$ cat config.mk
export PLATFORM = sky130hd
export DESIGN_NAME = guid_text_parser
export DESIGN_NICKNAME = d
export VERILOG_FILES = /design/src/rtl/gtp_pkg.sv /design/src/rtl/guid_text_parser.sv
export SDC_FILE = /design/constraint.sdc
export NUM_CORES = 1
export LEC_CHECK = 0
export BUFFER_PORTS_ARGS = -buffer_cell sky130_fd_sc_hd__buf_2
export CORE_MARGIN = 4
export CORE_UTILIZATION = 55
export DETAILED_ROUTE_END_ITERATION = 16
export GPL_TIMING_DRIVEN = 0
export PLACE_DENSITY = 0.87
export SLEW_MARGIN = 20
export SYNTH_ARGS = -nofsm -noshare
export SYNTH_HDL_FRONTEND = slang
export SYNTH_SLANG_ARGS = --single-unit
export TNS_END_PERCENT = 10
$ cat constraint.sdc
create_clock -name i_clk -period 4.35 [get_ports i_clk]
set_clock_uncertainty 0.1 [all_clocks]
set_input_delay 0.87 -clock i_clk [delete_from_list [all_inputs] [get_ports i_clk]]
set_output_delay 0.87 -clock i_clk [all_outputs]
set_load 0.01 [all_outputs]
$ cat src/rtl/gtp_pkg.sv
// Types, constants, hex decoding and layout templates for the GUID text parser.
package gtp_pkg;

    localparam int LAY_N     = 0;
    localparam int LAY_D     = 1;
    localparam int LAY_B     = 2;
    localparam int LAY_P     = 3;
    localparam int LAY_X     = 4;
    localparam int LAY_COUNT = 5;

    localparam logic [6:0] POS_MAX = 7'd127;
    localparam logic [6:0] LEN_N   = 7'd32;
    localparam logic [6:0] LEN_D   = 7'd36;
    localparam logic [6:0] LEN_B   = 7'd38;
    localparam logic [6:0] LEN_P   = 7'd38;
    localparam logic [6:0] LEN_X   = 7'd68;

    localparam logic [7:0] CH_DASH   = 8'h2D;
    localparam logic [7:0] CH_LBRACE = 8'h7B;
    localparam logic [7:0] CH_RBRACE = 8'h7D;
    localparam logic [7:0] CH_LPAREN = 8'h28;
    localparam logic [7:0] CH_RPAREN = 8'h29;
    localparam logic [7:0] CH_COMMA  = 8'h2C;
    localparam logic [7:0] CH_ZERO   = 8'h30;
    localparam logic [7:0] CH_LOW_X  = 8'h78;

    typedef enum logic [1:0] {
        ST_OK    = 2'd0,
        ST_EMPTY = 2'd1,
        ST_BAD   = 2'd2
    } t_status;

    typedef enum logic [2:0] {
        FMT_N = 3'd0,
        FMT_D = 3'd1,
        FMT_B = 3'd2,
        FMT_P = 3'd3,
        FMT_X = 3'd4
    } t_fmt;

    typedef struct packed {
        logic       is_hex;
        logic [7:0] ch;
    } t_tmpl;

    typedef struct packed {
        logic       ok;
        logic [3:0] nib;
    } t_hex;

    function automatic t_hex hex_decode(input logic [7:0] c);
        t_hex h;
        h.ok  = 1'b1;
        h.nib = 4'd0;
        if (c >= 8'h30 && c <= 8'h39) begin
            h.nib = c[3:0];
        end else if ((c >= 8'h61 && c <= 8'h66) || (c >= 8'h41 && c <= 8'h46)) begin
            h.nib = 4'(c[2:0] + 3'd1) + 4'd8;
        end else begin
            h.ok = 1'b0;
        end
        return h;
    endfunction

    // Hyphenated layout, 8-4-4-4-12.
    function automatic t_tmpl tmpl_d(input logic [6:0] p);
        t_tmpl t;
        t.is_hex = 1'b0;
        t.ch     = CH_DASH;
        case (p)
            7'd8, 7'd13, 7'd18, 7'd23: t.is_hex = 1'b0;
            default:                   t.is_hex = 1'b1;
        endcase
        return t;
    endfunction

    // Prefixed layout {0xhhhhhhhh,0xhhhh,0xhhhh,{0xhh,...,0xhh}}
    function automatic t_tmpl tmpl_x(input logic [6:0] p);
        t_tmpl t;
        t.is_hex = 1'b0;
        t.ch     = 8'h00;
        case (p)
            7'd0, 7'd26: t.ch = CH_LBRACE;
            7'd66, 7'd67: t.ch = CH_RBRACE;
            7'd11, 7'd18, 7'd25, 7'd31, 7'd36, 7'd41, 7'd46, 7'd51, 7'd56, 7'd61:
                t.ch = CH_COMMA;
            7'd1, 7'd12, 7'd19, 7'd27, 7'd32, 7'd37, 7'd42, 7'd47, 7'd52, 7'd57, 7'd62:
                t.ch = CH_ZERO;
            7'd2, 7'd13, 7'd20, 7'd28, 7'd33, 7'd38, 7'd43, 7'd48, 7'd53, 7'd58, 7'd63:
                t.ch = CH_LOW_X;
            default: t.is_hex = 1'b1;
        endcase
        return t;
    endfunction

    function automatic logic tmpl_match(input t_tmpl t, input logic hv, input logic [7:0] c);
        return t.is_hex ? hv : (t.ch == c);
    endfunction

    // Layouts that accept character c at position p.
    function automatic logic [LAY_COUNT-1:0] fit_mask(input logic [6:0] p, input logic [7:0] c,
                                                      input logic hv);
        logic [LAY_COUNT-1:0] m;
        logic [6:0]           pm1;
        pm1 = p - 7'd1;
        m[LAY_N] = (p < LEN_N) && hv;
        m[LAY_D] = (p < LEN_D) && tmpl_match(tmpl_d(p), hv, c);
        if (p == 7'd0) begin
            m[LAY_B] = (c == CH_LBRACE);
            m[LAY_P] = (c == CH_LPAREN);
        end else if (p == LEN_B - 7'd1) begin
            m[LAY_B] = (c == CH_RBRACE);
            m[LAY_P] = (c == CH_RPAREN);
        end else begin
            m[LAY_B] = (p < LEN_B) && tmpl_match(tmpl_d(pm1), hv, c);
            m[LAY_P] = (p < LEN_P) && tmpl_match(tmpl_d(pm1), hv, c);
        end
        m[LAY_X] = (p < LEN_X) && tmpl_match(tmpl_x(p), hv, c);
        return m;
    endfunction

endpackage

$ cat src/rtl/guid_text_parser.sv
// GUID text parser: per-character layout check, digit capture and result register.
//
//  channel  direction  handshake            payload
//  input    in         i_valid / o_stall    i_text_char, i_char_present, i_last_char
//  result   out        o_valid / i_stall    o_status, o_format_found, o_value_high, o_value_low
//
// One character per cycle while o_stall is low; the result appears the cycle after the item
// with the last mark. The rate is set by one position/template compare and a 128-bit nibble
// shift per cycle. Synchronous active-low reset clears the position, digits and result valid
// and sets every layout mask bit. Items without the last mark are taken even while a result
// waits; an item with the last mark stalls only while the held result is itself stalled.
module guid_text_parser
    import gtp_pkg::*;
(
    input  logic        i_clk,
    input  logic        i_rst_n,
    input  logic        i_valid,
    output logic        o_stall,
    input  logic [7:0]  i_text_char,
    input  logic        i_char_present,
    input  logic        i_last_char,
    output logic        o_valid,
    input  logic        i_stall,
    output logic [1:0]  o_status,
    output logic [2:0]  o_format_found,
    output logic [63:0] o_value_high,
    output logic [63:0] o_value_low
);

    logic [6:0]           r_pos,  n_pos;
    logic [LAY_COUNT-1:0] r_poss, n_poss;
    logic [127:0]         r_hex,  n_hex;
    logic [127:0]         r_pfx,  n_pfx;

    logic                 r_ovalid;
    t_status              r_status;
    t_fmt                 r_fmt;
    logic [127:0]         r_value;

    logic                 in_acc;
    logic                 res_load;
    t_hex                 hx;
    t_tmpl                xt;
    logic [6:0]           s_pos;
    logic [LAY_COUNT-1:0] s_poss;
    logic [127:0]         s_hex;
    logic [127:0]         s_pfx;
    t_status              res_status;
    t_fmt                 res_fmt;
    logic [127:0]         res_value;

    assign o_stall  = r_ovalid && i_stall && i_last_char;
    assign in_acc   = i_valid && !o_stall;
    assign res_load = in_acc && i_last_char;

    assign hx = hex_decode(i_text_char);
    assign xt = tmpl_x(r_pos);

    always_comb begin
        s_pos  = r_pos;
        s_poss = r_poss;
        s_hex  = r_hex;
        s_pfx  = r_pfx;
        if (i_char_present) begin
            s_poss = r_poss & fit_mask(r_pos, i_text_char, hx.ok);
            if (hx.ok) begin
                s_hex = {r_hex[123:0], hx.nib};
                if (r_pos < LEN_X && xt.is_hex) begin
                    s_pfx = {r_pfx[123:0], hx.nib};
                end
            end
            if (r_pos != POS_MAX) begin
                s_pos = r_pos + 7'd1;
            end
        end

        res_status = ST_BAD;
        res_fmt    = FMT_N;
        res_value  = '0;
        if (s_pos == 7'd0) begin
            res_status = ST_EMPTY;
        end else if (s_poss[LAY_N] && s_pos == LEN_N) begin
            res_status = ST_OK;
            res_fmt    = FMT_N;
            res_value  = s_hex;
        end else if (s_poss[LAY_D] && s_pos == LEN_D) begin
            res_status = ST_OK;
            res_fmt    = FMT_D;
            res_value  = s_hex;
        end else if (s_poss[LAY_B] && s_pos == LEN_B) begin
            res_status = ST_OK;
            res_fmt    = FMT_B;
            res_value  = s_hex;
        end else if (s_poss[LAY_P] && s_pos == LEN_P) begin
            res_status = ST_OK;
            res_fmt    = FMT_P;
            res_value  = s_hex;
        end else if (s_poss[LAY_X] && s_pos == LEN_X) begin
            res_status = ST_OK;
            res_fmt    = FMT_X;
            res_value  = s_pfx;
        end

        n_pos  = r_pos;
        n_poss = r_poss;
        n_hex  = r_hex;
        n_pfx  = r_pfx;
        if (in_acc) begin
            if (i_last_char) begin
                n_pos  = '0;
                n_poss = '1;
                n_hex  = '0;
                n_pfx  = '0;
            end else begin
                n_pos  = s_pos;
                n_poss = s_poss;
                n_hex  = s_hex;
                n_pfx  = s_pfx;
            end
        end
    end

    always_ff @(posedge i_clk) begin
        if (!i_rst_n) begin
            r_pos  <= '0;
            r_poss <= '1;
            r_hex  <= '0;
            r_pfx  <= '0;
        end else begin
            r_pos  <= n_pos;
            r_poss <= n_poss;
            r_hex  <= n_hex;
            r_pfx  <= n_pfx;
        end
    end

    always_ff @(posedge i_clk) begin
        if (!i_rst_n) begin
            r_ovalid <= 1'b0;
        end else if (res_load) begin
            r_ovalid <= 1'b1;
        end else if (!i_stall) begin
            r_ovalid <= 1'b0;
        end
    end

    always_ff @(posedge i_clk) begin
        if (res_load) begin
            r_status <= res_status;
            r_fmt    <= res_fmt;
            r_value  <= res_value;
        end
    end

    assign o_valid        = r_ovalid;
    assign o_status       = r_status;
    assign o_format_found = r_fmt;
    assign o_value_high   = r_value[127:64];
    assign o_value_low    = r_value[63:0];

endmodule

# After elaboration in Yosys (flattened, before gate mapping)
# Index checks and enable logic that the tools add are counted.
[totals] register_bits=402 input_bits=14 out_inout_bits=135 word_cells=159
[classes] addsub=4 order_cmp=10 eq_ne=53 muxes=48 n_bitwise=1 reduce_logical=32
[op_table] operator="128-bit 2-to-1 mux" count=12
[op_table] operator="7-bit by 6-bit == test with 1-bit output, second input constant" count=23
[op_table] operator="7-bit by 5-bit == test with 1-bit output, second input constant" count=11
[op_table] operator="7-bit by 4-bit == test with 1-bit output, second input constant" count=6
[op_table] operator="36-bit OR reduction" count=1
[op_table] operator="7-bit case mux with 5 select lines" count=1
[op_table] operator="11-bit OR reduction" count=2
[op_table] operator="7-bit == test, second input constant" count=3
[op_table] operator="7-bit by 6-bit less-than comparator with 1-bit output, second input constant" count=3
[op_table] operator="7-bit 2-to-1 mux" count=3
[op_table] operator="1-bit 2-to-1 mux" count=20
[op_table] operator="1-bit logical AND" count=17
[op_table] operator="8-bit by 6-bit == test with 1-bit output, second input constant" count=2
[op_table] operator="8-bit by 7-bit == test with 1-bit output, second input constant" count=2
[op_table] operator="8-bit by 7-bit >= comparator with 1-bit output, second input constant" count=2
[op_table] operator="8-bit by 7-bit <= comparator with 1-bit output, second input constant" count=2
[op_table] operator="7-bit zero test" count=2
[op_table] operator="2-bit 2-to-1 mux" count=6
[op_table] operator="5-bit 2-to-1 mux" count=2
[op_table] operator="10-bit OR reduction" count=1
[op_table] operator="6-bit by 8-bit == test with 1-bit output, first input constant" count=1
[op_table] operator="8-bit == test" count=1
[op_table] operator="8-bit by 6-bit >= comparator with 1-bit output, second input constant" count=1
[op_table] operator="8-bit by 6-bit <= comparator with 1-bit output, second input constant" count=1
[op_table] operator="other kinds (19)" count=23

# Depth between registers and ports, before layout
# Gate-level depths: netlist of the first run.
[depth] word_depth=20 depth_mapped=15 depth_no_buf=10

# Worst setup path before layout of the first run
# Ideal clock, no wire load.
[synth_path] path_kind="in2reg" startpoint="input port i_last_char" endpoint="register r_fmt[0], in the netlist o_format_found[0], enable pin" setup_ns=0.486 t_arrival_ns=4.162 required_time_ns=3.764 slack_ns=-0.398 cell_stages=6 path_buffers=2 path_cell_list="clkbuf_1 > nand3_1 > and2_1 > clkbuf_1 > nand2_1 > inv_1"
[synth_via] elab_chain_cells=4
[synth_lines] item="start, declared" line="guid_text_parser.sv:21" source="input logic i_last_char,"
[synth_lines] item="1-bit logical AND" line="guid_text_parser.sv:52" source="assign o_stall = r_ovalid && i_stall && i_last_char;"
[synth_lines] item="1-bit zero test" line="guid_text_parser.sv:53" source="assign in_acc = i_valid && !o_stall;"
[synth_lines] item="1-bit logical AND" line="guid_text_parser.sv:53"
[synth_lines] item="1-bit logical AND (*)" line="guid_text_parser.sv:54" source="assign res_load = in_acc && i_last_char;"
[synth_lines] item="via res_load" line="guid_text_parser.sv:41" source="logic res_load;"
[synth_lines] item="end signal, assigned" line="guid_text_parser.sv:150" source="r_fmt <= res_fmt;"
[synth_lines] item="end, declared" line="guid_text_parser.sv:37" source="t_fmt r_fmt;"
# The timed path passes the listed nets; every way through them passes the cells marked *.
# A chain may end at the register's enable or synchronous reset.

# Worst setup path after layout of the first run
[layout_path] startpoint="input port i_text_char[1]" endpoint="register r_value[120] (data pin)"
[layout_via] elab_chain_cells=17 elab_cells_between_ends=44 classes_between="order compare (6); eq/ne (6); mux (18); bitwise (1); reduce/logical (13)"
[layout_lines] item="start, declared" line="guid_text_parser.sv:19" source="input logic [7:0] i_text_char,"
[layout_lines] item="8-bit by 7-bit >= comparator with 1-bit output or 8-bit by 7-bit <= comparator with 1-bit output (tied branches)" line="gtp_pkg.sv:57" source="end else if ((c >= 8'h61 && c <= 8'h66) || (c >= 8'h41 && c <= 8'h46)) begin"
[layout_lines] item="1-bit logical AND" line="gtp_pkg.sv:57"
[layout_lines] item="1-bit logical OR" line="gtp_pkg.sv:57"
[layout_lines] item="1-bit 2-to-1 mux" line="gtp_pkg.sv:57"
[layout_lines] item="1-bit 2-to-1 mux" line="gtp_pkg.sv:55" source="if (c >= 8'h30 && c <= 8'h39) begin"
[layout_lines] item="1-bit 2-to-1 mux" line="gtp_pkg.sv:97" source="return t.is_hex ? hv : (t.ch == c);"
[layout_lines] item="1-bit logical AND" line="gtp_pkg.sv:115, gtp_pkg.sv:116"
[layout_lines] item="2-bit 2-to-1 mux" line="gtp_pkg.sv:111" source="end else if (p == LEN_B - 7'd1) begin"
[layout_lines] item="2-bit 2-to-1 mux" line="gtp_pkg.sv:108" source="if (p == 7'd0) begin"
[layout_lines] item="2-bit 2-to-1 mux" line="guid_text_parser.sv:64" source="if (i_char_present) begin"
[layout_lines] item="5-bit AND" line="guid_text_parser.sv:65" source="s_poss = r_poss & fit_mask(r_pos, i_text_char, hx.ok);"
[layout_lines] item="5-bit 2-to-1 mux" line="guid_text_parser.sv:64"
[layout_lines] item="1-bit logical AND" line="guid_text_parser.sv:94" source="end else if (s_poss[LAY_P] && s_pos == LEN_P) begin"
[layout_lines] item="128-bit 2-to-1 mux" line="guid_text_parser.sv:94"
[layout_lines] item="128-bit 2-to-1 mux" line="guid_text_parser.sv:90" source="end else if (s_poss[LAY_B] && s_pos == LEN_B) begin"
[layout_lines] item="128-bit 2-to-1 mux" line="guid_text_parser.sv:86" source="end else if (s_poss[LAY_D] && s_pos == LEN_D) begin"
[layout_lines] item="128-bit 2-to-1 mux (*)" line="guid_text_parser.sv:82" source="end else if (s_poss[LAY_N] && s_pos == LEN_N) begin"
[layout_lines] item="end signal, assigned" line="guid_text_parser.sv:151" source="r_value <= res_value;"
[layout_lines] item="end, declared" line="guid_text_parser.sv:38" source="logic [127:0] r_value;"
# Mark *: on every way between the ends. The rest lies on a longest branch, timed or not. The select of a mux whose other input is x is not followed.

==> Implementation_results.wiki, run 1 <==
{| class="wikitable"
! Metric !! Value
|-
| Setup total negative slack || 0 ns
|-
| Clock latency at the later pin of the worst-skew pair || 0.54 ns
|-
| Antenna cells || 0
|-
| Antenna Violating Nets Remaining || 0
|-
| End-of-flow core utilization || 64.6%
|-
| Post-synthesis sequential element count || 402
|-
| Main synth FF type || sky130_fd_sc_hd__dfxtp_1
|-
| Max Buffers Root-to-Sink || 3
|-
| Reg-to-reg setup timing slack || 0.10 ns
|-
| Mean cell area of the mapped netlist || 10.6 um2
|-
| Cell area after technology mapping || 0.0190 mm2
|-
| Sequential cell area fraction in the yosys report || 49.3%
|-
| Fraction of layout cells with a size suffix above 1 || 15.9%
|-
| Leakage power total || 0.00753 uW
|-
| Fmax || 0.231 GHz
|-
| DR WL met3 || 3840 um
|-
| Worst Tran Pin Value || 0.975 ns
|-
| IO Pins || 149
|-
| Area leader, netlist || sky130_fd_sc_hd__dfxtp_1
|-
| Setup violators final || 0
|-
| Vias after detailed routing || 15700
|-
| Number of flops mapped to enable cells by yosys || 133
|-
| Detailed-route wire length || 51900 um
|-
| Pins Over Slew Limit || 0
|-
| Count leader, synth || sky130_fd_sc_hd__dfxtp_1
|-
| Number of search-and-repair iterations in the first detailed-routing pass || 6
|-
| Average vias per placed instance || 6.39
|-
| TritonCTS clock tree || yes
|-
| Number of distinct library cell variants in the gate-level netlist after synthesis || 71
|-
| Async set or reset register ratio after synthesis || 0%
|-
| Kind of launch point of the worst setup path || input port
|-
| Kind of end point of the critical path || flop
|-
| Die width || 194 um
|-
| Setup repair after global routing missed its margin || yes
|-
| Top Metal Used || met4
|-
| Worst vdd rail ir drop || 0.288 mV
|-
| Number of clock sinks || 402
|-
| Relative max-transition margin || 33.3%
|-
| Number of cells produced by synthesis || 1792
|-
| Depth of the CTS H-tree || 2
|-
| Net count reported at finish || 2006
|-
| Buffer count from post-CTS setup fixing || 0
|-
| Period minus WS final || 4.34 ns
|-
| Met2 routed wirelength || 24300 um
|-
| Top area cells in the synthesized netlist || sky130_fd_sc_hd__dfxtp_1, sky130_fd_sc_hd__edfxtp_1, sky130_fd_sc_hd__mux2i_1, sky130_fd_sc_hd__a22oi_1, sky130_fd_sc_hd__nor2b_1
|-
| Commonest cells in the synthesized netlist || sky130_fd_sc_hd__dfxtp_1, sky130_fd_sc_hd__mux2i_1, sky130_fd_sc_hd__nor2b_1
|-
| Last weighted congestion value of the routability-driven placer || 0.930
|-
| YS warnings || 0
|-
| Routed length per placed instance || 21.1 um
|-
| Core Box Area || 0.0338 mm2
|-
| Number of resized instances in the post-cts repair step || 3
|-
| Critical path required time || 4.49 ns
|-
| Post-route design area || 0.0218 mm2
|-
| Clock input transition at the sequential cells of the worst setup and hold paths || 0.06 ns
|-
| Cts bufs inserted || 41
|-
| Share of the cycle needed by the critical path after routing || 99.7%
|-
| Die boundary height || 194 um
|-
| Layout filler cell count || 2601
|-
| Power density over the cells || 367 mW/mm2
|-
| Final hold violation count || 0
|-
| GRT Resource Usage Total || 26.2%
|-
| Detailed router's first-iteration violation count || 1693
|-
| Critical path data arrival time || 4.47 ns
|-
| Clock root buffer || sky130_fd_sc_hd__clkbuf_16
|-
| Via count of the first global-routing pass || 15000
|-
| Cts hold-fix bufs || 0
|-
| Effective utilization at floorplan || 56.3%
|-
| Grt total ovfl || 0
|-
| Final Total Pwr || 8010 uW
|-
| FP Rows || 67
|-
| Outcome || complete, no violations
|-
| Type of the most critical hold path || flop to flop
|-
| Post-detailed-route DRC marker count || 0
|-
| First-pass GRT wire length || 81900 um
|-
| Number of antenna violations at the first check in global routing || 0
|-
| Total of buffers placed on input and output ports || 145
|-
| Largest net degree at the start of global routing || 38
|-
| Met1 Routed Length || 21700 um
|-
| Post-Syn Nets || 1816
|-
| Minimum setup slack in the final design || 0.0141 ns
|-
| Worst setup path class || input port to flop
|-
| Detailed placement HPWL || 35400 um
|-
| Maximum net fanout on the critical path || 10
|-
| Overall die area || 0.0376 mm2
|-
| Dpl cell area || 0.0204 mm2
|-
| Max-cap viol count || 0
|-
| Share of the synthesized area in the top cell type || 28.3%
|-
| Area delta synth->final || 14.8%
|-
| Placement-stage worst setup slack || -0.405 ns
|}
==> path summary, 6_finish.rpt <==
kind,cells after the start,endpoint,startpoint
hold reg to reg,2,r_poss[0],r_poss[0]
setup reg to reg,14,r_value[1],r_pos[1]
setup / recovery,11,r_value[120],i_text_char[1]
hold / removal,2,r_poss[0],r_poss[0]
==> routing by layer <==
layer  vias up  GRT usage, %
met5         -             0
met4         0          9.95
met3       142          4.15
met2       801          42.3
met1      7662          35.6
li1       7126             -
==> worst max-delay path, stage by stage <==
cell and delay [ns]:
sky130_fd_sc_hd__buf_2 0.17, sky130_fd_sc_hd__inv_1 0.13, sky130_fd_sc_hd__ha_1 0.26, sky130_fd_sc_hd__nor3b_1 0.47, sky130_fd_sc_hd__a311oi_4 0.11, sky130_fd_sc_hd__o21ai_1 0.34
sky130_fd_sc_hd__buf_2 0.42, sky130_fd_sc_hd__buf_2 0.37, sky130_fd_sc_hd__buf_1 0.78, sky130_fd_sc_hd__mux2i_1 0.34, sky130_fd_sc_hd__o32ai_1 0.19
==> flip-flops by register name, indices dropped and copies added, names as in the netlist <==
register / count
r_pos: 7
r_value: 128
r_pfx: 128
o_format_found: 3
r_poss: 5
o_status: 2
o_valid: 1
r_hex: 128
==> cells in the final DEF (no fill, tap or decap), types with 10 or more instances in the layout <==
cell / count
sky130_fd_sc_hd__clkbuf_1: 83
sky130_fd_sc_hd__nor2_1: 28
sky130_fd_sc_hd__nand3_1: 23
sky130_fd_sc_hd__dfxtp_1: 268
sky130_fd_sc_hd__edfxtp_1: 133
sky130_fd_sc_hd__clkinv_2: 10
sky130_fd_sc_hd__buf_6: 11
sky130_fd_sc_hd__o22ai_1: 117
sky130_fd_sc_hd__a22oi_1: 230
sky130_fd_sc_hd__nand2b_1: 11
sky130_fd_sc_hd__a31oi_1: 12
sky130_fd_sc_hd__o32ai_1: 11
sky130_fd_sc_hd__inv_1: 13
sky130_fd_sc_hd__nand2_1: 58
sky130_fd_sc_hd__buf_2: 201
sky130_fd_sc_hd__o21ai_0: 48
sky130_fd_sc_hd__mux2i_1: 257
sky130_fd_sc_hd__and2_1: 37
sky130_fd_sc_hd__ha_1: 10
sky130_fd_sc_hd__nor2b_1: 236
sky130_fd_sc_hd__clkbuf_16: 45
sky130_fd_sc_hd__nor3_1: 13
==> metrics by stage <==
step | std cells | hold WS, ns
finish | 2463 | 0.374
global placement | 2385 | 0.360
CTS | 2464 | 0.372
global route | 2463 | 0.434
detailed placement | 2388 | 0.359
floorplan | 1792 | 0.340
==> kinds of logic (layout without fill, tap and decap cells) <==
| group | Yosys count | in the layout | share of synthesized area (%) |
|---|---|---|---|
| AOI/OAI and AO/OA | 479 | 479 | 17.8 |
| xor gates and xnor gates | 4 | 4 | 0.184 |
| adders and majority gates | 10 | 10 | 0.658 |
| buffers and inverters | 181 | 404 | 4.51 |
| DFF | 402 | 402 | 49.3 |
| muxes | 260 | 260 | 13.7 |
| and+or+nand+nor | 456 | 456 | 13.9 |
==> cell type report <==
type                    count  area (um2)  area share (%)
plain buffers             166         823            3.77
clock buffers              50        1150            5.29
clock inverters            26         256            1.17
inverters                  14        56.3           0.258
multi-input cells        1209        8820            40.4
flip-flops and latches    402        9380            43.0
well taps                 448         561            2.57
repair buffers            148         786            3.60
==> where the power goes <==
| group | leakage, uW | internal (uW) | total (uW) | switching [uW] |
|---|---|---|---|---|
| logic | 0.00348 | 135 | 392 | 257 |
| registers | 0.00334 | 3930 | 3950 | 19.8 |
| clock network | 0.000705 | 2190 | 3670 | 1480 |
Power figures use the tool's default switching activity.
==> run 2, diff against run 1 <==
- CORE_ASPECT_RATIO: not set -> 1.5
- SETUP_SLACK_MARGIN: not set -> 0.5
==> Implementation_results.wiki, run 2 (synthesis results as in run 1) <==
{| class="wikitable"
! Metric !! Value
|-
| Outcome || complete, no violations
|-
| M1 GR Usage || 30.5%
|-
| Fmax || 0.262 GHz
|-
| First-pass GRT wire length || 82200 um
|-
| Effective utilization at floorplan || 55.7%
|-
| Met2 Resource Use GR || 48.1%
|-
| Share of the cycle needed by the critical path after routing || 87.9%
|-
| Worst vdd rail ir drop || 0.358 mV
|-
| Minimum setup slack in the final design || 0.527 ns
|-
| Max Buffers Root-to-Sink || 3
|-
| Grt total ovfl || 0
|-
| Overall die area || 0.0377 mm2
|-
| FP Rows || 83
|-
| Leading cell type in the layout, fill and taps excluded || sky130_fd_sc_hd__dfxtp_1
|-
| Last weighted congestion value of the routability-driven placer || 0.912
|-
| Vias after detailed routing || 15600
|-
| Critical path data arrival time || 4.00 ns
|-
| Relative max-transition margin || 39.2%
|-
| Maximum net fanout on the critical path || 10
|-
| Number of antenna violations at the first check in global routing || 0
|-
| Antenna cells || 0
|-
| Final hold violation count || 0
|-
| Antenna Violating Nets Remaining || 0
|-
| Setup repair after global routing missed its margin || yes
|-
| Die boundary height || 236 um
|-
| Number of search-and-repair iterations in the first detailed-routing pass || 6
|-
| Worst setup path class || flop to flop
|-
| Via count of the first global-routing pass || 15200
|-
| Largest registers || r_hex (128), r_pfx (128), r_value (128)
|-
| Setup total negative slack || 0 ns
|-
| Cts hold-fix bufs || 0
|-
| Worst Tran Pin Value || 0.911 ns
|-
| TritonCTS clock tree || yes
|-
| GRT Resource Usage Total || 26.8%
|-
| Power density over the cells || 359 mW/mm2
|-
| Kind of end point of the critical path || flop
|-
| Setup violators final || 0
|-
| Most congested layer reported by global routing || met2
|-
| Detailed placement HPWL || 37200 um
|-
| Post-detailed-route DRC marker count || 0
|-
| Cts bufs inserted || 38
|-
| Detailed-route wire length || 53900 um
|-
| Critical path required time || 4.53 ns
|-
| Period minus WS final || 3.82 ns
|-
| Leakage power total || 0.00764 uW
|-
| Largest net degree at the start of global routing || 42
|-
| Fraction of layout cells with a size suffix above 1 || 19.3%
|-
| Die width || 160 um
|-
| Number of clock sinks || 402
|-
| Placement-stage worst setup slack || -0.278 ns
|-
| Pins Over Slew Limit || 0
|-
| Clock latency at the later pin of the worst-skew pair || 0.55 ns
|-
| Average vias per placed instance || 6.41
|-
| Fraction of met3 tracks used by global routing || 3.91%
|-
| Kind of launch point of the worst setup path || flop
|-
| Net count reported at finish || 2010
|-
| IO Pins || 149
|-
| Area delta synth->final || 17.7%
|-
| Depth of the CTS H-tree || 2
|-
| Type of the most critical hold path || flop to flop
|-
| Max-cap viol count || 0
|-
| Clock root buffer || sky130_fd_sc_hd__clkbuf_16
|-
| Core Box Area || 0.0342 mm2
|-
| Total of buffers placed on input and output ports || 145
|-
| Top library cells by usage in the layout, fill and taps aside || sky130_fd_sc_hd__dfxtp_1, sky130_fd_sc_hd__mux2i_1, sky130_fd_sc_hd__nor2b_1
|-
| Routed length per placed instance || 22.1 um
|-
| Detailed router's first-iteration violation count || 1448
|-
| Clock input transition at the sequential cells of the worst setup and hold paths || 0.06 ns
|}
-- run 2: worst max-delay path, stage by stage (launching register included) --
cell and delay (ns):
sky130_fd_sc_hd__dfxtp_4 0.39, sky130_fd_sc_hd__buf_4 0.18, sky130_fd_sc_hd__inv_1 0.12, sky130_fd_sc_hd__ha_1 0.23
sky130_fd_sc_hd__buf_2 0.19, sky130_fd_sc_hd__o21bai_1 0.17, sky130_fd_sc_hd__a211oi_1 0.28, sky130_fd_sc_hd__nor3_1 0.13
sky130_fd_sc_hd__or3_1 0.40, sky130_fd_sc_hd__o211ai_2 0.20, sky130_fd_sc_hd__nand2_2 0.13, sky130_fd_sc_hd__a311oi_4 0.30
sky130_fd_sc_hd__buf_4 0.20, sky130_fd_sc_hd__buf_12 0.19, sky130_fd_sc_hd__buf_6 0.20, sky130_fd_sc_hd__o22ai_2 0.14
-- run 2: worst paths after layout --
| check | start | end | slack [ns] | depth (start not counted) |
|---|---|---|---|---|
| min | r_poss[0] | r_poss[0] | 0.38 | 2 |
| max | r_pos[0] | r_value[4] | 0.53 | 15 |
| max reg2reg | r_pos[0] | r_value[4] | 0.53 | 15 |
| min reg2reg | r_poss[0] | r_poss[0] | 0.38 | 2 |
-- run 2: timing repair --
| item | CTS | global route |
|---|---|---|
| pin swaps | 2 | 5 |
| gates resized for setup | 40 | 104 |
| setup endpoints to repair | 262 | 258 |
| setup buffers | 2 | 3 |
| gates cloned | 0 | 1 |
| endpoints found under the hold margin | 0 | 0 |
-- run 2: area by class of cell --
| class | count | area [um2] |
|---|---|---|
| inverters | 14 | 56.3 |
| fillers | 2490 | 11800 |
| plain buffers | 167 | 963 |
| clock buffers | 49 | 1050 |
| clock inverters | 21 | 334 |
| well taps | 425 | 532 |
| flip-flops and latches | 402 | 9380 |
| multi-input cells | 1209 | 9240 |
| repair buffers | 154 | 835 |
-- run 2: report_power, final --
group | total (uW) | leakage (uW) | switching [uW] | internal, uW
Clock | 3700 | 0.000665 | 1490 | 2210
Sequential | 3950 | 0.00334 | 18.3 | 3930
Combinational | 406 | 0.00363 | 263 | 143
Total | 8050 | 0.00764 | 1770 | 6280
-- run 2: routing by layer --
layer	vias up	wire length [um]
met1	7589	19600
met2	741	27400
li1	7101	-
met3	208	3590
met5	-	0
met4	0	3310
-- run 2: stage by stage --
step | hold slack (ns) | utilization [%] | total power (uW) | instances | cell area, um2
after global placement | 0.359 | 59.5 | 4410 | 2362 | 20300
after floorplan | 0.340 | - | 4270 | 1792 | 19100
after CTS | 0.378 | 64.2 | 8060 | 2437 | 21900
after detailed placement | 0.356 | 59.6 | 4420 | 2365 | 20400
after global routing | 0.413 | 65.5 | 8250 | 2441 | 22400
final | 0.383 | 65.5 | 8050 | 2441 | 22400
